--- config.mk ---
export PLATFORM = sky130hd
export DESIGN_NAME = lpc_rcell
export DESIGN_NICKNAME = d
export VERILOG_FILES = /design/src/hdl/lpc_pkg.sv /design/src/hdl/lpc_rcell.sv
export SDC_FILE = /design/constraint.sdc
export NUM_CORES = 1
export LEC_CHECK = 0
export BUFFER_PORTS_ARGS = -buffer_cell sky130_fd_sc_hd__buf_4
export CORE_MARGIN = 2
export CORE_UTILIZATION = 45
export CTS_CLUSTER_SIZE = 40
export DETAILED_ROUTE_END_ITERATION = 10
export GPL_TIMING_DRIVEN = 1
export PLACE_DENSITY = 0.74
export SYNTH_ARGS = -nofsm -noshare
export SYNTH_HDL_FRONTEND = slang
export SYNTH_SLANG_ARGS = --single-unit
--- constraint.sdc ---
create_clock -name clk -period 2.7 [get_ports clk]
set_input_delay 0.54 -clock clk [delete_from_list [all_inputs] [get_ports clk]]
set_output_delay 0.54 -clock clk [all_outputs]
set_load 0.01 [all_outputs]
--- src/hdl/lpc_pkg.sv ---
`default_nettype none
package lpc_pkg;

    localparam int MACHINES = 32;
    localparam int RACKS    = 8;
    localparam int CNT_W    = 24;
    localparam int COST_W   = 40;
    localparam int THR_W    = 17;
    localparam int PROD_W   = THR_W + CNT_W;
    localparam int RIW      = (RACKS > 1) ? $clog2(RACKS) : 1;
    localparam int SEQ_W    = $clog2(MACHINES + 1);

    localparam logic [CNT_W-1:0]  CNT_MAX  = {CNT_W{1'b1}};
    localparam logic [COST_W-1:0] COST_MAX = {COST_W{1'b1}};

    localparam logic [1:0] KIND_MACHINE = 2'd0;
    localparam logic [1:0] KIND_RACK    = 2'd1;
    localparam logic [1:0] KIND_CLUSTER = 2'd2;

    localparam logic [1:0] CFG_MACH_THR  = 2'd0;
    localparam logic [1:0] CFG_RACK_THR  = 2'd1;
    localparam logic [1:0] CFG_CORE_COST = 2'd2;
    localparam logic [1:0] CFG_RACK_COST = 2'd3;

    typedef enum logic [2:0] {
        ST_IDLE,
        ST_PREP,
        ST_MACH,
        ST_RACK,
        ST_CLUS
    } seq_state_t;

    typedef struct packed {
        logic        vld;
        logic [15:0] blocks;
        logic [4:0]  mach;
        logic [2:0]  rack;
        logic        close;
    } rec_t;

    typedef struct packed {
        logic             vld;
        logic [1:0]       kind;
        logic [4:0]       idx;
        logic [CNT_W-1:0] cnt;
        logic             seen;
        logic [2:0]       rk;
    } head_t;

    function automatic logic [CNT_W-1:0] sat_add(input logic [CNT_W-1:0] a,
                                                 input logic [15:0] b);
        logic [CNT_W:0] s;
        s = {1'b0, a} + {{(CNT_W-15){1'b0}}, b};
        return s[CNT_W] ? CNT_MAX : s[CNT_W-1:0];
    endfunction

    function automatic logic [CNT_W-1:0] sub0(input logic [CNT_W-1:0] a,
                                              input logic [CNT_W-1:0] b);
        return (a > b) ? (a - b) : '0;
    endfunction

endpackage
`default_nettype wire

--- src/hdl/lpc_rcell.sv ---
`default_nettype none
module lpc_rcell (
    input  wire                       clk,
    input  wire                       rst_n,
    input  wire [2:0]                 my_idx,
    input  lpc_pkg::rec_t             rec,
    input  wire                       shift,
    input  wire [lpc_pkg::CNT_W-1:0]  prev_cnt,
    input  wire                       prev_seen,
    output logic [lpc_pkg::CNT_W-1:0] cnt,
    output logic                      seen
);
    import lpc_pkg::*;

    logic [CNT_W-1:0] cnt_reg, cnt_next;
    logic             seen_reg, seen_next;
    logic             infile_reg, infile_next;

    always_comb
    begin
        cnt_next    = cnt_reg;
        seen_next   = seen_reg;
        infile_next = infile_reg;
        if (shift)
        begin
            cnt_next  = prev_cnt;
            seen_next = prev_seen;
        end
        else if (rec.vld)
        begin
            if (rec.rack == my_idx)
            begin
                seen_next = 1'b1;
                if (!infile_reg)
                begin
                    cnt_next    = sat_add(cnt_reg, rec.blocks);
                    infile_next = 1'b1;
                end
            end
            if (rec.close)
            begin
                infile_next = 1'b0;
            end
        end
    end

    always_ff @(posedge clk or negedge rst_n)
    begin
        if (!rst_n)
        begin
            cnt_reg    <= '0;
            seen_reg   <= 1'b0;
            infile_reg <= 1'b0;
        end
        else
        begin
            cnt_reg    <= cnt_next;
            seen_reg   <= seen_next;
            infile_reg <= infile_next;
        end
    end

    assign cnt  = cnt_reg;
    assign seen = seen_reg;
endmodule
`default_nettype wire

# == Word level (Yosys, flattened, before mapping) ==
# Index checks and enable logic that the tools add are counted.
# totals
register_bits,26
elab_cells,22
out_inout_bits,25
input_bits,57
# classes
n_addsub,1
n_bitwise,1
eq_ne,2
muxes,9
reduce_logical,6
# ops
cell,n
two-way mux 24 bit,5
adder 24 x 16 -> 25 bit,1
AND reduction 3 bit,2
nonzero test 2 bit,3
two-way mux 1 bit,4
equality test 3 bit,1
"inequality test 2 bit, second input constant",1
AND reduction 2 bit,1
inverter 1 bit,1

# == Logic depth before layout (Yosys ltp) ==
# logic_depth
ltp_word,6
ltp_mapped,10
mapped_depth_nobuf,9

# == Worst setup path after synthesis ==
# No wires, ideal clock.
# synth_path
kind,input to register
startpoint,in rec[9] (netlist bit)
endpoint,"reg cnt_reg[22], in the netlist cnt[22]"
setup_ns,0.128
required_time_ns,2.572
slack_ns,0.257
n_path_buf,1
arrival_ns,2.315
stages,9
path_cell_list,ha_1 fa_1 a31o_1 a21oi_1 o311a_1 buf_6 o21ai_4 nor4_1 nor3_1
# synth_between
elab_chain_cells,6
# synth_rtl
item,line,text
"start, declared",lpc_rcell.sv:6,"input lpc_pkg::rec_t rec,"
adder 24 x 16 -> 25 bit,lpc_pkg.sv:53,"s = {1'b0, a} + {{(CNT_W-15){1'b0}}, b};"
two-way mux 24 bit,lpc_pkg.sv:54,return s[CNT_W] ? CNT_MAX : s[CNT_W-1:0];
two-way mux 24 bit,lpc_rcell.sv:34,if (!infile_reg)
two-way mux 24 bit,lpc_rcell.sv:31,if (rec.rack == my_idx)
two-way mux 24 bit,lpc_rcell.sv:29,else if (rec.vld)
two-way mux 24 bit,lpc_rcell.sv:24,if (shift)
"end signal, assigned",lpc_rcell.sv:57,cnt_reg <= cnt_next;
"end, declared",lpc_rcell.sv:15,"logic [CNT_W-1:0] cnt_reg, cnt_next;"
# No other way between the ends. The select of a mux whose other input is x is not followed.
# A chain may end at the register's enable or synchronous reset.

# == Final worst setup path ==
# layout_path
startpoint,"reg cnt_reg[3], in the netlist cnt[3]"
endpoint,"reg cnt_reg[6], in the netlist cnt[6]"
# layout_between
elab_chain_cells,6
# layout_rtl
item,line
adder 24 x 16 -> 25 bit,lpc_pkg.sv:53
two-way mux 24 bit,lpc_pkg.sv:54
two-way mux 24 bit,lpc_rcell.sv:34
two-way mux 24 bit,lpc_rcell.sv:31
two-way mux 24 bit,lpc_rcell.sv:29
two-way mux 24 bit,lpc_rcell.sv:24
# No other way between the ends. The select of a mux whose other input is x is not followed.

==> summary.txt <==
status - finished, final reports clean
Ports - 82
total global routing overflow - 0
Worst Clk Skew - 0.00157 ns
max reg flops - 24
row cnt - 25
area of the multi-input gates - 1460 um^2
commonest non-fill, non-tap cell in the layout - buf_4
Final setup violation count - 0
post-synthesis cell type count - 50
total track usage - 0.227
Slew Limit Fails - 0
post-synth top area share - 0.296
Detail Route Antenna Nets - 0
largest area contributor in the netlist - dfrtp_1
H-tree levels - 1
clock root cell - clkbuf_8
largest net degree at the start of global routing - 47
CTS tree - yes
Primary FF master, synth - dfrtp_1
area grow syn2layout - 35.7%
ranking of synthesized cells by area - dfrtp_1 30%, ha_1 9.1%, nand2_1 5.0%, a21oi_1 4.3%, o21ai_1 3.9%
critical path required time - 2.91 ns
Netlist Area Pre-Place - 2190 um^2
final wirelength - 5.96 mm
Antenna Diode Count - 0
Pleak - 0.00135 uW
Final min period - 2.46 ns
drt drc - 0
PostCTS Resize Cnt - 0
slowest cell on the critical path - dfrtp_1
RSZ-0062 raised after global routing - false
Fin. Hold Viols - 0
port buffer count - 76
EDFF count, synth - 0
crit end category - register
worst r2r path cells - 9
Vias - 2289
worst path arrival time - 2.68 ns
vias in the first global route - 2155
Inst Count DP - 411
post-place instance area - 2910 um^2
Max Cap Viol - 0
PD cells - 499 nW/um^2
core footprint - 4720 um^2
Hold Slack - 0.155 ns
CTS Buffer Depth - 2
met1 Use GR - 0.310
share of cells above drive strength 1 - 0.313
sequential area share after synthesis - 0.296
worst hold path type - input pin to asynchronous set/reset pin
met3 GRT Util - 0.0206
delay of the slowest critical-path stage - 0.41 ns
met2 usage - 0.383
Overall Power - 1490 uW
die area - 5450 um^2
Max Clk Rate - 406 MHz
Cell Chain, Critical Path - ha_1 > a21o_1 > a31o_1 > a21oi_1 > o311a_1 > buf_4 > o21ai_4 > o22ai_1 > o21ai_1
Initial Util - 0.465
Syn Inst Count - 265
Final Instance Area - 2980 um^2
commonest non-fill, non-tap cells in the layout - 92 x buf_4, 29 x nand2_1, 26 x dfrtp_1, 20 x nor2_1, 19 x a21oi_1
gp weighted congestion - 0.816
GRT busiest layer - met2
clock transition at the registers of the reported paths - 0.10 ns
Crit Path Max Fanout - 10
Routed wire per std cell - 14.3 um
final setup margin - 0.237 ns
Fillers - 436
DP Wirelength - 4.48 mm
yosys warns - 0
async set-or-reset flop fraction in the synthesized netlist - 1.00
Setup crit start kind - register
Hold-fix buffers, CTS - 0
worst skew pair latency - 0.28 ns
storage element area - 651 um^2
period utilisation layout - 0.912
number of CTS-inserted buffers - 3
first-pass GRT wire length - 9.82 mm
pre-CTS setup slack - -0.00589 ns
die width - 73.8 um
#FFs+latches synth - 26
fin nets - 423
relative slew slack - 0.671
WS Path Type - register to register
syn_nets - 339
clk sinks - 26
slew at the pin closest to its max-slew limit - 0.493 ns
initial drt markers - 109
Die Y - 73.8 um
Post-Layout Cell Count - 415
routed vias/inst - 5.52
Setup Fix Bufs, Post-CTS - 0
initial antenna violation count - 0
Mapped Avg Cell Area - 8.28 um^2
Pre-antenna DRT Iters - 4
VDD IR max - 211 uV
-- cells by family (layout without fill, tap and decap cells) --
group,Yosys count,after routing,synth area share
flops,26,26,0.296
simple gates,93,93,0.210
compound gates,95,95,0.291
fa+ha+maj,17,17,0.100
mux,2,2,0.00912
buf+inv,18,101,0.0371
xor+xnor,14,14,0.0559
-- worst max-delay path, delay by kind of cell (launching register included) --
family	cells	cell delay, ns
buf+inv	1	0.18
flops	1	0.41
compound gates	7	1.42
fa+ha+maj	1	0.38
-- cell usage after synthesis (2+ instances only) --
cell type	instances
nor3_1	10
a21oi_1	19
a221oi_1	2
xnor2_1	8
a31oi_1	7
clkbuf_1	7
a31o_1	2
nand2_1	29
xor2_1	6
a221oi_2	2
and3_1	9
nand3_1	6
nor2_1	20
o21a_1	2
inv_1	5
mux2i_1	2
dfrtp_1	26
o21ai_0	15
o21ai_4	2
a211oi_1	3
ha_1	16
o22ai_1	12
o21ai_1	17
buf_2	4
or3_1	7
a21o_1	3
-- cell type report --
type | count | area share
clock buffer | 3 | 0.0139
clock inverter | 1 | 0.0101
inverter | 5 | 0.00630
multi-input combinational | 221 | 0.491
sequential | 26 | 0.218
tap | 67 | 0.0282
timing repair buffer | 92 | 0.232
-- where the power goes --
part	switching (uW)	leakage, uW	internal (uW)
clock network	140	0.0000357	199
logic	334	0.00101	331
registers	49.5	0.000308	433
-- layer usage --
| layer | routed length, um | vias up |
|---|---|---|
| met1 | 2680 | 1060 |
| li1 | - | 1151 |
| met2 | 2950 | 74 |
| met4 | 51 | 0 |
| met3 | 279 | 4 |
| met5 | 0 | - |
-- final timing paths --
kind,start,end,slack (ns)
setup / recovery,cnt[3],cnt[6],0.24
hold / removal,rst_n,cnt[3],0.16
setup reg to reg,cnt[3],cnt[6],0.24
hold reg to reg,seen,seen,0.57
max in group asynchronous,rst_n,cnt[17],2.29
min in group clk,rec[0],infile_reg,0.43
-- metrics by stage --
| stage | setup TNS [ns] | utilization |
|---|---|---|
| final | 0 | 0.630 |
| after global routing | 0 | 0.630 |
| after CTS | 0 | 0.630 |
| after detailed placement | -0.00845 | 0.615 |
| after global placement | 0 | 0.615 |
| after floorplan | 0 | - |
Power figures use the tool's default switching activity.
