$ cat config.mk
export PLATFORM = sky130hd
export DESIGN_NAME = lpc_mcell
export DESIGN_NICKNAME = d
export VERILOG_FILES = /design/src/hdl/lpc_pkg.sv /design/src/hdl/lpc_mcell.sv
export SDC_FILE = /design/constraint.sdc
export NUM_CORES = 1
export LEC_CHECK = 0
export ABC_CLOCK_PERIOD_IN_PS = 5650
export BUFFER_PORTS_ARGS = -buffer_cell sky130_fd_sc_hd__buf_4
export CAP_MARGIN = 5
export CORE_MARGIN = 1
export CORE_UTILIZATION = 39
export DETAILED_ROUTE_END_ITERATION = 8
export PLACE_DENSITY = 0.65
export SETUP_SLACK_MARGIN = 0.5
export SKIP_LAST_GASP = 1
export SLEW_MARGIN = 30
export SYNTH_ARGS = -nofsm -noshare
export SYNTH_HDL_FRONTEND = slang
export SYNTH_SLANG_ARGS = --single-unit
$ cat constraint.sdc
create_clock -name clk -period 5.65 [get_ports clk]
set_clock_uncertainty 0.05 [all_clocks]
set_input_delay 0.2825 -clock clk [delete_from_list [all_inputs] [get_ports clk]]
set_output_delay 0.2825 -clock clk [all_outputs]
set_load 0.005 [all_outputs]
$ cat src/hdl/lpc_pkg.sv
`default_nettype none
package lpc_pkg;

    localparam int MACHINES = 32;
    localparam int RACKS    = 8;
    localparam int CNT_W    = 24;
    localparam int COST_W   = 40;
    localparam int THR_W    = 17;
    localparam int PROD_W   = THR_W + CNT_W;
    localparam int RIW      = (RACKS > 1) ? $clog2(RACKS) : 1;
    localparam int SEQ_W    = $clog2(MACHINES + 1);

    localparam logic [CNT_W-1:0]  CNT_MAX  = {CNT_W{1'b1}};
    localparam logic [COST_W-1:0] COST_MAX = {COST_W{1'b1}};

    localparam logic [1:0] KIND_MACHINE = 2'd0;
    localparam logic [1:0] KIND_RACK    = 2'd1;
    localparam logic [1:0] KIND_CLUSTER = 2'd2;

    localparam logic [1:0] CFG_MACH_THR  = 2'd0;
    localparam logic [1:0] CFG_RACK_THR  = 2'd1;
    localparam logic [1:0] CFG_CORE_COST = 2'd2;
    localparam logic [1:0] CFG_RACK_COST = 2'd3;

    typedef enum logic [2:0] {
        ST_IDLE,
        ST_PREP,
        ST_MACH,
        ST_RACK,
        ST_CLUS
    } seq_state_t;

    typedef struct packed {
        logic        vld;
        logic [15:0] blocks;
        logic [4:0]  mach;
        logic [2:0]  rack;
        logic        close;
    } rec_t;

    typedef struct packed {
        logic             vld;
        logic [1:0]       kind;
        logic [4:0]       idx;
        logic [CNT_W-1:0] cnt;
        logic             seen;
        logic [2:0]       rk;
    } head_t;

    function automatic logic [CNT_W-1:0] sat_add(input logic [CNT_W-1:0] a,
                                                 input logic [15:0] b);
        logic [CNT_W:0] s;
        s = {1'b0, a} + {{(CNT_W-15){1'b0}}, b};
        return s[CNT_W] ? CNT_MAX : s[CNT_W-1:0];
    endfunction

    function automatic logic [CNT_W-1:0] sub0(input logic [CNT_W-1:0] a,
                                              input logic [CNT_W-1:0] b);
        return (a > b) ? (a - b) : '0;
    endfunction

endpackage
`default_nettype wire

$ cat src/hdl/lpc_mcell.sv
`default_nettype none
module lpc_mcell (
    input  wire                       clk,
    input  wire                       rst_n,
    input  wire [4:0]                 my_idx,
    input  lpc_pkg::rec_t             rec,
    input  wire                       shift,
    input  wire [lpc_pkg::CNT_W-1:0]  prev_cnt,
    input  wire                       prev_seen,
    input  wire [2:0]                 prev_rack,
    output logic [lpc_pkg::CNT_W-1:0] cnt,
    output logic                      seen,
    output logic [2:0]                rack
);
    import lpc_pkg::*;

    logic [CNT_W-1:0] cnt_reg, cnt_next;
    logic             seen_reg, seen_next;
    logic [2:0]       rack_reg, rack_next;

    always_comb
    begin
        cnt_next  = cnt_reg;
        seen_next = seen_reg;
        rack_next = rack_reg;
        if (shift)
        begin
            cnt_next  = prev_cnt;
            seen_next = prev_seen;
            rack_next = prev_rack;
        end
        else if (rec.vld && rec.mach == my_idx)
        begin
            cnt_next  = sat_add(cnt_reg, rec.blocks);
            seen_next = 1'b1;
            rack_next = rec.rack;
        end
    end

    always_ff @(posedge clk or negedge rst_n)
    begin
        if (!rst_n)
        begin
            cnt_reg  <= '0;
            seen_reg <= 1'b0;
            rack_reg <= '0;
        end
        else
        begin
            cnt_reg  <= cnt_next;
            seen_reg <= seen_next;
            rack_reg <= rack_next;
        end
    end

    assign cnt  = cnt_reg;
    assign seen = seen_reg;
    assign rack = rack_reg;
endmodule
`default_nettype wire

# Word level (Yosys, flattened, before mapping)
# Cells that the tools add are included.
# word_totals
rom_bits	0
wordCells	14
register_bits	28
mem_count	0
ramBits	0
latchBits	0
out_inout_bits	28
# classes
div_mod_pow	0
multipliers	0
n_lt_le_gt_ge	0
bitwise_logic	0
n_addsub	1
muxes	7
eq_ne	1
n_shift	0
reduce_logical	2
# ops
cell	count
24-bit 2-to-1 mux	3
24-bit by 16-bit adder with 25-bit output	1
3-bit 2-to-1 mux	2
5-bit == test	1
1-bit 2-to-1 mux	2
2-bit nonzero test	1
1-bit logical AND	1

# Longest topological paths before layout
# depth
ltp_word	4
mapped_depth	10
mapped_depth_nobuf	9

# Least setup slack after synthesis
# OpenSTA, ideal clock, no wires.
# synth_timing
path_type	reg2reg
startpoint	register cnt_reg[0] (netlist: cnt[0])
endpoint	register cnt_reg[7] (netlist: cnt[7])
stages_incl_launch_ff	11
n_path_buf	1
path_slack_ps	3233
setup_time_ps	132
arrival_ps	2235
path_cell_list	dfrtp_1 > ha_1 > fa_1 > a211oi_1 > nor3_2 > o21ai_1 > o31a_4 > o21ai_4 > buf_6 > o22ai_1 > o21ai_1
# synth_via
elab_chain_len	4
# synth_rtl
item	line_no	source
start: declaration	lpc_mcell.sv:17	logic [CNT_W-1:0] cnt_reg, cnt_next;
start signal: assignment	lpc_mcell.sv:50	cnt_reg <= cnt_next;
24-bit by 16-bit adder with 25-bit output	lpc_pkg.sv:53	s = {1'b0, a} + {{(CNT_W-15){1'b0}}, b};
24-bit 2-to-1 mux	lpc_pkg.sv:54	return s[CNT_W] ? CNT_MAX : s[CNT_W-1:0];
24-bit 2-to-1 mux	lpc_mcell.sv:32	else if (rec.vld && rec.mach == my_idx)
24-bit 2-to-1 mux	lpc_mcell.sv:26	if (shift)
# Every way passes these cells. The select of a mux whose other input is x is not followed.
# A chain may end at the register's enable or synchronous reset.

# Worst setup path after layout
# layout_timing
startpoint	register cnt_reg[0] (netlist: cnt[0])
endpoint	register cnt_reg[15] (netlist: cnt[15])
# The elaborated chain is that of the path after synthesis.

==> results list <==
- For this run, the total global-route usage over all layers was measured as 20.48%.
- Min-delay worst type: input port to register
- The congestion estimate from routability-driven global placement came to 0.8772.
- Antenna diode count: 0
* Dominant cell by count in the synthesized netlist: sky130_fd_sc_hd__nand2_1
* CTS tree: done
- Dividing the synthesized area by the synthesized cell count gives 8.725 µm².
* Final setup violation count: 0
* Maximum buffer depth of the clock tree: 2
- Sorting the synthesized cells by area gives the leading types as sky130_fd_sc_hd__dfrtp_1 31%, sky130_fd_sc_hd__ha_1 8.7%, sky130_fd_sc_hd__nand2_1 5.1%.
- Final worst-path cycle share: 49.83%
- The floorplan step defined a die boundary enclosing 6194 µm².
- After synthesis, the netlist uses 54 different library cells.
* Slew of the pin with the lowest slew margin: 0.4864 ns
- In this run the clock root is driven by a sky130_fd_sc_hd__clkbuf_8.
- Cells with a size suffix above 1 make up 31.30% of the layout.
- Global-route wire length before repair: 10190 µm
- The share of total power dissipated in sequential elements is 35.9%.
* Mapped Nets: 342
- STA classifies the critical path startpoint as a register.
- Sorting the synthesized cells by how often they occur yields 31 x sky130_fd_sc_hd__nand2_1, 28 x sky130_fd_sc_hd__dfrtp_1, 22 x sky130_fd_sc_hd__o21ai_0.
- Horizontal die dimension: 78.71 µm
- After detailed routing, the total wire length is 6209 µm.
* Max transition margin: 67.57%
- Count of non-filler cells in the finished layout: 417
- The count of pins over their slew limit is 0.
- DRT antenna net count: 0
* Number of port buffers: 88
- Kind of cell adding the most delay to the critical path: compound AO/OA/AOI/OAI gates
- Most area-hungry cell type in the Yosys netlist: sky130_fd_sc_hd__dfrtp_1
- Combinational cells account for 39.1% of the total power.
- Net count, final: 425
- The floorplan step defined a core boundary enclosing 5574 µm².
* HPWL after DPL: 4614 µm
* Critical path startpoint: cnt[0]
- After routing, the total negative slack on setup checks comes to 0 ns.
- After floorplanning, the core was divided into 27 placement rows.
- Result of the run: finished clean
* TritonCTS Buffers: 3
- Global routing finished with a remaining overflow of 0.
* Starting density of the core: 41.17%
- Walking the worst path, the cells encountered are ha_1, fa_1, a211oi_1, nor3_2, o21ai_1, o31a_4, nor2_2, nor2_1, a22oi_1.
- Top-level port count: 90
- Via count: 2318
- In the routed design, unresolved DRC markers number 0.
* Clock net sink count: 28
* # placed instances: 412
* Net switching fraction of the power: 32.52%
- Hold path start: prev_seen
- Clock input transition at the sequential cells of the worst setup and hold paths: 0.11 ns
- For this design the static power due to leakage is 1.405 nW.
- The via count of the first global-routing pass is 2228.
* Minimum period implied by the final worst setup slack: 2.815 ns
* P&R area growth vs syn: 34.08%
- The critical path is of the register to register type.
- The internal power of the cells totals 0.0004489 W.
- For this run, the register share of the synthesized area comes to 30.53%.
* Switching power summed over all nets: 0.0002163 W
* Number of optimization iterations in the first detailed-route pass: 4
- Dominant register cell in the synthesized netlist: sky130_fd_sc_hd__dfrtp_1
- Max frequency: 0.3552 GHz
* Peak fanout along the critical path: 7
* Fraction of synthesized cell area taken by the top area cell type: 30.53%
- On the critical path, the stage with the largest delay is an instance of sky130_fd_sc_hd__fa_1.
* Count of H-tree levels built during CTS: 1
* Gate count after technology mapping: 263
- Vias per inst: 5.559
- In this run, synthesis inferred 0 flip-flops with an integrated enable.
- The number of buffers and inverters on the critical path is 0.
- Yosys warning count: 0
- Source-to-sink clock delay at the later pin of the worst-skew pair: 0.28 ns
- Area of the mapped netlist: 2295 µm²
* Maxcap violations: 0
* Share of synthesized registers carrying an async set or reset: 100.0%
- Dividing total power by cell area gives a power density of 216.2 nW/µm².
- DR iter-0 viols: 125
- Final Hold Violating Endpoints: 0
- Final routed wire length divided by cell count: 14.89 µm
- The synthesized design contains 28 register bits.
- The number of antenna violations at the first check in global routing was 0.
- The layout has 553 filler cells.
* Maximum number of pins on one net before global-route repair: 52
- STA puts the critical path data required time at 5.75 ns.
* Slowest Stage Delay on Critical Path: 0.43 ns
- Setup repair after global routing left no endpoint under its margin.
- The register with the most flip-flops in the layout has 24 of them.
* Post-CTS setup buffers: 0
- Critical path data arrival time: 2.92 ns
- In this run the critical register-to-register path is launched from cnt[0].
* Endpoint type of the worst setup path: register
- Die Height: 78.71 µm
* Clock network fraction of design power: 24.9%
* Largest voltage drop on the vdd net: 0.0001318 V
worst register-to-register path, stage by stage (launching register included):
cell                       delay (ns)
sky130_fd_sc_hd__dfrtp_1         0.41
sky130_fd_sc_hd__ha_1            0.21
sky130_fd_sc_hd__fa_1            0.43
sky130_fd_sc_hd__a211oi_1        0.40
sky130_fd_sc_hd__nor3_2          0.10
sky130_fd_sc_hd__o21ai_1         0.30
sky130_fd_sc_hd__o31a_4          0.25
sky130_fd_sc_hd__nor2_2          0.08
sky130_fd_sc_hd__nor2_1          0.31
sky130_fd_sc_hd__a22oi_1         0.16
final timing paths:
| check | end | slack, ns | depth (start not counted) |
|---|---|---|---|
| hold / removal | seen | 0.14 | 3 |
| setup reg to reg | cnt[15] | 2.83 | 9 |
| setup / recovery | cnt[15] | 2.83 | 9 |
| hold reg to reg | seen | 0.50 | 2 |
| max in group asynchronous | cnt[16] | 4.88 | 2 |
| min in group asynchronous | cnt[14] | 0.40 | 2 |
metrics by stage:
stage | total power [W] | area, µm² | hold slack (ns) | utilization (%) | setup WS, ns
after floorplan | 0.0004034 | 2295 | -0.06309 | - | 3.233
after global placement | 0.0004999 | 2995 | 0.1871 | 53.74 | 2.853
after detailed placement | 0.0005022 | 2995 | 0.1880 | 53.74 | 2.805
after CTS | 0.0006707 | 3077 | 0.1320 | 55.20 | 2.802
after global routing | 0.0007094 | 3077 | 0.1356 | 55.20 | 2.585
final | 0.0006652 | 3077 | 0.1394 | 55.20 | 2.835
routing by layer:
metal	GRT usage [%]	vias to the layer above	wire length, µm
li1	-	1148	-
met2	35.04	59	3084
met5	0	-	0
met4	5.370	0	61
met1	26.97	1107	2798
met3	2.759	4	265
kinds of logic after synthesis:
logic type,after synthesis,share of synthesized area [%]
simple gates,68,15.43
fa+ha+maj,17,9.596
buf+inv,20,3.817
flops,28,30.53
compound gates,105,30.81
xor+xnor,20,7.634
mux,5,2.181
layout make-up:
class	instances	area, µm²	share of cell area (%)
Multi-Input combinational cell	215	1506	48.96
Clock buffer	3	41.29	1.342
Clock inverter	1	30.03	0.9760
Timing Repair Buffer	90	678.2	22.04
Tap cell	72	90.09	2.928
Sequential cell	28	700.7	22.77
Inverter	8	30.03	0.9760
placed cells by master (no fill, tap or decap), drive strengths merged, types with 3 or more instances in the layout:
cell type / n
xor2: 9
dfrtp: 28
nand2: 31
a211oi: 4
buf: 89
inv: 7
o211ai: 3
o21ai: 34
clkbuf: 3
o22ai: 13
nand3: 6
ha: 16
nor3: 6
mux2i: 5
a21oi: 21
a311oi: 3
nor2: 8
xnor2: 11
a22oi: 5
a21o: 5
and3: 4
timing repair:
action	4_1_cts	5_1_grt
resized for setup	0	0
hold endpoints to repair	28	0
setup endpoints to repair	0	0
hold buffers	1	0
power groups by stage:
stage / sequential (W) / combinational [W] / clock [W]
2_1_floorplan: 0.000241 / 0.000163 / 0
3_3_place_gp: 0.000243 / 0.000257 / 0
3_5_place_dp: 0.000243 / 0.000259 / 0
4_1_cts: 0.000239 / 0.000262 / 0.000170
5_1_grt: 0.000243 / 0.000290 / 0.000177
6_report: 0.000239 / 0.000260 / 0.000166
Note: power is estimated with default switching activity, not from simulation.
