==> src/hdl/lpc_pkg.sv <==
`default_nettype none
package lpc_pkg;

    localparam int MACHINES = 32;
    localparam int RACKS    = 8;
    localparam int CNT_W    = 24;
    localparam int COST_W   = 40;
    localparam int THR_W    = 17;
    localparam int PROD_W   = THR_W + CNT_W;
    localparam int RIW      = (RACKS > 1) ? $clog2(RACKS) : 1;
    localparam int SEQ_W    = $clog2(MACHINES + 1);

    localparam logic [CNT_W-1:0]  CNT_MAX  = {CNT_W{1'b1}};
    localparam logic [COST_W-1:0] COST_MAX = {COST_W{1'b1}};

    localparam logic [1:0] KIND_MACHINE = 2'd0;
    localparam logic [1:0] KIND_RACK    = 2'd1;
    localparam logic [1:0] KIND_CLUSTER = 2'd2;

    localparam logic [1:0] CFG_MACH_THR  = 2'd0;
    localparam logic [1:0] CFG_RACK_THR  = 2'd1;
    localparam logic [1:0] CFG_CORE_COST = 2'd2;
    localparam logic [1:0] CFG_RACK_COST = 2'd3;

    typedef enum logic [2:0] {
        ST_IDLE,
        ST_PREP,
        ST_MACH,
        ST_RACK,
        ST_CLUS
    } seq_state_t;

    typedef struct packed {
        logic        vld;
        logic [15:0] blocks;
        logic [4:0]  mach;
        logic [2:0]  rack;
        logic        close;
    } rec_t;

    typedef struct packed {
        logic             vld;
        logic [1:0]       kind;
        logic [4:0]       idx;
        logic [CNT_W-1:0] cnt;
        logic             seen;
        logic [2:0]       rk;
    } head_t;

    function automatic logic [CNT_W-1:0] sat_add(input logic [CNT_W-1:0] a,
                                                 input logic [15:0] b);
        logic [CNT_W:0] s;
        s = {1'b0, a} + {{(CNT_W-15){1'b0}}, b};
        return s[CNT_W] ? CNT_MAX : s[CNT_W-1:0];
    endfunction

    function automatic logic [CNT_W-1:0] sub0(input logic [CNT_W-1:0] a,
                                              input logic [CNT_W-1:0] b);
        return (a > b) ? (a - b) : '0;
    endfunction

endpackage
`default_nettype wire

==> src/hdl/lpc_eval.sv <==
`default_nettype none
module lpc_eval (
    input  wire                        clk,
    input  wire                        rst_n,
    input  lpc_pkg::head_t             head,
    input  wire [lpc_pkg::CNT_W-1:0]   total,
    input  wire [lpc_pkg::PROD_W-1:0]  mach_lim,
    input  wire [lpc_pkg::PROD_W-1:0]  rack_lim,
    input  wire [lpc_pkg::CNT_W-1:0]   rack_cnt [lpc_pkg::RACKS],
    input  wire [15:0]                 core_cost,
    input  wire [15:0]                 rack_cost,
    output logic                       result_valid,
    output logic [1:0]                 entry_kind,
    output logic [4:0]                 entry_index,
    output logic [lpc_pkg::COST_W-1:0] transfer_cost,
    output logic                       last_entry
);
    import lpc_pkg::*;

    logic [PROD_W-1:0] scaled;
    logic              qual;
    logic [CNT_W-1:0]  own_rack, core_b, rack_b;

    logic              v1_reg, l1_reg;
    logic [1:0]        k1_reg;
    logic [4:0]        i1_reg;
    logic [CNT_W-1:0]  core1_reg, rack1_reg;
    logic              v2_reg, l2_reg;
    logic [1:0]        k2_reg;
    logic [4:0]        i2_reg;
    logic [COST_W-1:0] pc2_reg, pr2_reg;
    logic              v3_reg, l3_reg;
    logic [1:0]        k3_reg;
    logic [4:0]        i3_reg;
    logic [COST_W-1:0] cost3_reg;
    logic [COST_W:0]   sum;

    always_comb
    begin
        scaled   = {{(PROD_W-CNT_W-16){1'b0}}, head.cnt, 16'd0};
        own_rack = (32'(head.rk) < RACKS) ? rack_cnt[head.rk[RIW-1:0]] : '0;
        qual     = 1'b0;
        core_b   = total;
        rack_b   = '0;
        case (head.kind)
            KIND_MACHINE:
            begin
                qual   = head.seen && (total != '0) && (scaled >= mach_lim);
                rack_b = (32'(head.rk) < RACKS) ? sub0(own_rack, head.cnt) : '0;
                core_b = sub0(sub0(total, rack_b), head.cnt);
            end
            KIND_RACK:
            begin
                qual   = head.seen && (total != '0) && (scaled > rack_lim);
                rack_b = head.cnt;
                core_b = sub0(total, head.cnt);
            end
            default:
            begin
                qual = 1'b1;
            end
        endcase
    end

    always_ff @(posedge clk or negedge rst_n)
    begin
        if (!rst_n)
        begin
            v1_reg <= 1'b0;
            v2_reg <= 1'b0;
            v3_reg <= 1'b0;
        end
        else
        begin
            v1_reg <= head.vld && qual;
            v2_reg <= v1_reg;
            v3_reg <= v2_reg;
        end
    end

    assign sum = {1'b0, pc2_reg} + {1'b0, pr2_reg};

    always_ff @(posedge clk)
    begin
        l1_reg    <= (head.kind == KIND_CLUSTER);
        k1_reg    <= head.kind;
        i1_reg    <= head.idx;
        core1_reg <= core_b;
        rack1_reg <= rack_b;
        l2_reg    <= l1_reg;
        k2_reg    <= k1_reg;
        i2_reg    <= i1_reg;
        pc2_reg   <= COST_W'({16'd0, core1_reg} * {24'd0, core_cost});
        pr2_reg   <= COST_W'({16'd0, rack1_reg} * {24'd0, rack_cost});
        l3_reg    <= l2_reg;
        k3_reg    <= k2_reg;
        i3_reg    <= i2_reg;
        cost3_reg <= sum[COST_W] ? COST_MAX : sum[COST_W-1:0];
    end

    assign result_valid  = v3_reg;
    assign entry_kind    = k3_reg;
    assign entry_index   = i3_reg;
    assign transfer_cost = cost3_reg;
    assign last_entry    = l3_reg;
endmodule
`default_nettype wire

==> config.mk <==
export PLATFORM = sky130hd
export DESIGN_NAME = lpc_eval
export DESIGN_NICKNAME = d
export VERILOG_FILES = /design/src/hdl/lpc_pkg.sv /design/src/hdl/lpc_eval.sv
export SDC_FILE = /design/constraint.sdc
export NUM_CORES = 2
export LEC_CHECK = 0
export BUFFER_PORTS_ARGS = -buffer_cell sky130_fd_sc_hd__buf_2
export CORE_MARGIN = 2
export CORE_UTILIZATION = 50
export DETAILED_ROUTE_END_ITERATION = 12
export GPL_TIMING_DRIVEN = 0
export HOLD_SLACK_MARGIN = 0.1
export PLACE_DENSITY = 0.72
export SLEW_MARGIN = 30
export SYNTH_ARGS = -nofsm -noshare
export SYNTH_HDL_FRONTEND = slang
export SYNTH_SLANG_ARGS = --single-unit
==> constraint.sdc <==
create_clock -name clk -period 6.7 [get_ports clk]
set_input_delay 1.005 -clock clk [delete_from_list [all_inputs] [get_ports clk]]
set_output_delay 1.005 -clock clk [all_outputs]
set_load 0.01 [all_outputs]
* Word level (Yosys, flattened, before mapping) *
Index checks and enable logic that the tools add are counted.

operators by class
  $lt $le $gt $ge = 7
  add/subtract/negate cells = 5
  bitwise gates (word level) = 1
  reduce and logical (&&, ||, !) cells = 6
  multiply operators = 2
  muxes and demuxes = 10
  eq/ne operators = 2

operators with widths
  cell                                                       number
  two-way mux 24 bit                                         6
  greater-than comparator 24 bit                             4
  one-hot mux 24 bit (2 select lines)                        2
  subtractor 24 bit                                          4
  multiplier 24 x 16 -> 40 bit                               2
  binary-select mux 24 bit (select 3 bit)                    1
  adder 40 x 40 -> 41 bit                                    1
  greater-or-equal comparator 40 x 41 -> 1 bit               1
  greater-than comparator 40 x 41 -> 1 bit                   1
  nonzero test 24 bit                                        1
  greater-or-equal comparator 4 bit (second input constant)  1
  logical AND 1 bit                                          4
  NOT 3 -> 4 bit                                             1
  equality test 2 x 1 -> 1 bit (second input constant)       1
  equality test 2 bit (second input constant)                1
  logical NOT 2 bit                                          1
  one-hot mux 1 bit (2 select lines)                         1

word-level totals
  input port bits = 368
  output and inout bits = 49
  flip-flop bits (word level) = 195
  logic and storage cells = 50

* Depth between registers and ports, before layout *
  depth after elaboration = 11
  depth in mapped cells = 38
  depth with buffers taken out = 36

* Worst setup path after synthesis *
Ideal clock, no wire load.

  path type = in2reg
  from = input head[0] (netlist bit)
  to = register core1_reg[23]
  slack = -2.560 ns
  stages on the path = 36
  data required time = 6.578 ns
  data arrival time = 9.138 ns
  setup time = 0.122 ns
  path buffers = 4
  cells stage by stage = buf_1 buf_1 mux4_2 mux2_2 ha_1 and3_1 nand2_1 nor3_1 nand2_1 a31oi_1 o31a_1 clkbuf_1 nor2b_1 ha_1 inv_1 fa_1 a21o_1 a21oi_1 o221ai_1 a221o_1 a41oi_1 nand2_1 o41ai_1 clkbuf_1 nor2_1 ha_1 nor2b_1 o21ai_0 a21boi_0 o21a_1 o221ai_1 o21a_1 a311oi_1 nor2_1 xnor2_1 a221o_1

on the way
  longest elaborated chain between the ends = 11
  elaborated cells between the ends (all ways) = 14
  classes of those cells = add/sub (3); order compare (3); mux (7); bitwise (1)

RTL lines
  element                                                                     RTL line        RTL
  start: declaration                                                          lpc_eval.sv:5   input lpc_pkg::head_t head,
  NOT 3 -> 4 bit (implied by the code) *                                      lpc_eval.sv:41  own_rack = (32'(head.rk) < RACKS) ? rack_cnt[head.rk[RIW-1:0]] : '0;
  binary-select mux 24 bit (select 3 bit) *                                   lpc_eval.sv:41
  two-way mux 24 bit (implied by the code) * (2 in series)                    lpc_eval.sv:41
  subtractor 24 bit / greater-than comparator 24 bit (equally long branches)  lpc_pkg.sv:59   return (a > b) ? (a - b) : '0;
  two-way mux 24 bit *                                                        lpc_pkg.sv:59
  subtractor 24 bit / greater-than comparator 24 bit (equally long branches)  lpc_pkg.sv:59
  two-way mux 24 bit *                                                        lpc_pkg.sv:59
  subtractor 24 bit / greater-than comparator 24 bit (equally long branches)  lpc_pkg.sv:59
  two-way mux 24 bit *                                                        lpc_pkg.sv:59
  one-hot mux 24 bit (2 select lines) *                                       lpc_eval.sv:45  case (head.kind)
  named net core_b[23]                                                        lpc_eval.sv:22  logic [CNT_W-1:0] own_rack, core_b, rack_b;
  end signal: assignment                                                      lpc_eval.sv:88  core1_reg <= core_b;
  end: declaration                                                            lpc_eval.sv:27  logic [CNT_W-1:0] core1_reg, rack1_reg;

Mark *: on every way through the listed nets, which the timed path passes. The rest lies on a longest branch. The select of a mux whose other input is x is not followed.
A chain may end at the register's enable or synchronous reset.

* Worst setup path after layout *
  from = input head[0] (netlist bit)
  to = register core1_reg[11]

The elaborated chain is that of the path after synthesis.

==> flow_summary.ini <==
[power_and_ir_drop]
p_per_area_mw_per_mm2 = 572
leakagePower_nw = 22.1
finalPower_mw = 26.1
ir_worst_vdd_mv = 1.12

[grt]
antenna_found_initial = 7
busiest_layer = met2
grt_overflow_total = 0
grt_pass1_vias = 34600
grt_pass1_wl_mm = 196
grtUsageMet2_pct = 53.3
met3_usage_pct = 6.50
grtUsageMet1_pct = 37.9
grt_util_all_layers_pct = 33.0
grt_max_degree = 22

[logic_synthesis]
synth_enable_flop_cells = 0
ys_types = 84
synth_mux_area_share_pct = 3.69
ys.flop_type = dfxtp_1
synthTopCellsByCount = 759 x inv_1, 633 x nand2_1, 617 x fa_1, 415 x ha_1, 287 x and2_1
synth.most_common_cell = inv_1
synth_top_area_share_pct = 32.0
synth_top_family_by_area = adder cells
synthSimpleGateAreaFrac_pct = 16.6
syn-instance-count = 4385
synth_compound_area_share_pct = 10.7
synth.cell_area_mm2 = 0.0386
syn_area_per_cell_um2 = 8.80
synth_xor_area_share_pct = 4.13
synthArstFlopShare_pct = 1.54
ys_ff_latch = 195
yosysSeqAreaShare_pct = 10.2
synthTopCellsByArea = fa_1 32%, ha_1 13%, dfxtp_1 10%
synthAdderAreaFrac_pct = 45.5
syn_nets = 5785
synth_top_area_cell = fa_1
yosys_warnings = 0

[timing]
hold_ws_ps = 283
clock.fmax_mhz = 128
grt_setup_unrepaired = yes
slew_violations = 0
fin_crit_ps = 7790
max-slew-margin-rel_pct = 32.6
setup_ws_ps = -1090
timing.final.crit_share_pct = 116
worstMarginPinSlew_ps = 1010
finalSetupViolations = 24
finClkSkew_ps = 17.3
finalHoldViolations = 0

[floorplan]
die-area_mm2 = 0.0794
rows = 101
io_pins = 417
core_mm2 = 0.0762
die_width_um = 282
initial_utilization_pct = 50.6
die_h_um = 282

[layout]
drive_above_1_share_pct = 20.6
regArea_mm2 = 0.00395
instances_no_fill = 5970
post-route-util_pct = 59.9
layout.nets = 6322
fill_cells = 6541
multi_input_area_mm2 = 0.0326
syn2layout_area_growth_pct = 18.4

[drt]
routed_wl_mm = 130
viasPerCell = 5.66
drtPass1Iterations = 7
vias = 33800
routedWlPerCell_um = 21.8
antenna_left = 0
drt-initial-drc-count = 2315
drcViolationCount = 0

[worst_setup_path]
startpoint_type = input port
path_class = in2reg
max_stage_delay_ps = 470
critPathTopFamily = compound AO/OA/AOI/OAI gates
worst_ep_arrival_time_ps = 8160
crit_required_ps = 7060
crit_fanout = 6
critical-path-slowest-cell = mux4_2
cp_num_buf_inv = 8
crit_path_end_kind = register

[clocking]
clk_pin_slew_worst_paths_ps = 80
hold_buffers = 0
cts_made_buffers = 17
clk_latency_ps = 490
cts_htree_levels = 4
cts_tree = built
clock-root-buffer = clkbuf_16
cts_num_sinks = 195
cts_max_path_buffers = 2

[placement]
numPortBuffers = 413
dp.cells = 5828
hpwlAfterDp_mm = 109
gp_congestion = 1.03
dp_slack_ps = -2460

[run]
maxCapViolCount = 0

[min_path]
hp-class = in2async

[outcome]
outcome = finished, violations left
violations = negative setup slack
-- logic make-up after synthesis --
kind of cell             Yosys count
adder cells (fa/ha/maj)         1032
multiplexers                      79
buffers and inverters            927
AND/OR/NAND/NOR                 1348
flip-flops                       195
AO/OA/AOI/OAI                    622
XOR/XNOR                         182
-- through the flow --
stage / instance area [µm²] / TNS (ps)
after global routing: 45700 / -27050
after detailed placement: 42400 / -82110
after floorplan: 39100 / -15590
after global placement: 42400 / -80530
final: 45700 / -24350
after CTS: 44700 / -19790
-- where the power goes --
part | internal (mW) | switching (mW)
Sequential | 1.85 | 0.288
Clock | 0.516 | 0.516
Combinational | 9.83 | 13.1
-- worst paths after layout --
path                               from            end  slack (ps)  cells past startpoint
min in group clk              i1_reg[3]      i2_reg[3]         330                      0
hold / removal                    rst_n   result_valid         280                      1
setup reg to reg           rack1_reg[0]    pr2_reg[34]         150                     20
setup / recovery                head[0]  core1_reg[11]       -1090                     37
hold reg to reg               i1_reg[3]      i2_reg[3]         330                      0
max in group asynchronous         rst_n         v1_reg        6320                      1
-- placed cells by master, fill, tap and decap left out, types with 13 or more instances in the layout --
master     count
nor3_1        29
fa_1         610
ha_4          43
o21a_1        21
clkbuf_1      36
dfxtp_1      168
a31oi_1       16
nor4_1        14
a21o_1       115
mux4_2        48
clkbuf_8      13
nand2b_1      29
ha_1         363
a21oi_1      157
buf_2        405
clkbuf_16     20
nand4_1       42
nand2_1      616
a21oi_2       24
and2_1       287
buf_6         15
nand2_2       42
clkbuf_2      54
o21ai_1       19
buf_8         13
inv_1        757
nand3_1       38
o21ai_0       75
nor2_1       147
buf_4        104
dfxtp_2       24
clkbuf_4      27
xnor2_1      107
xor2_1        74
nor2b_1       24
o21bai_1      36
mux2_2        19
-- layout make-up --
type	count	share of cell area, %
antenna	5	0.0274
buffer	164	2.83
clock buffer	18	0.962
clock inverter	14	0.392
inverter	759	6.24
multi-input combinational	3263	71.4
sequential	195	8.65
tap	1030	2.82
timing repair buffer	522	6.73
-- worst register-to-register path, stage by stage (launching register included) --
cell	delay, ps
dfxtp_1	690
clkbuf_2	400
nand2_1	120
fa_1	460
fa_1	500
inv_1	50
fa_1	470
inv_1	50
fa_1	470
fa_1	490
inv_1	50
fa_1	500
ha_1	370
nand3_1	260
o21ai_1	160
o31ai_4	290
a31oi_4	150
a211o_4	400
a311oi_4	310
o21ai_1	110
xor2_1	160
-- per-layer routing --
| metal | up-vias | wire [µm] |
|---|---|---|
| met5 | - | 0 |
| met4 | 0 | 12700 |
| met3 | 555 | 10400 |
| met2 | 1691 | 60000 |
| met1 | 16400 | 47200 |
| li1 | 15100 | - |
-- repair_timing --
| item | 4_1_cts | 5_1_grt |
|---|---|---|
| endpoints found under the setup margin | 52 | 45 |
| resized for setup | 246 | 282 |
| pin swaps | 84 | 102 |
| gates cloned | 5 | 1 |
| buffers inserted | 71 | 32 |
| hold endpoints to repair | 0 | 0 |
(Power assumes the default switching activity.)
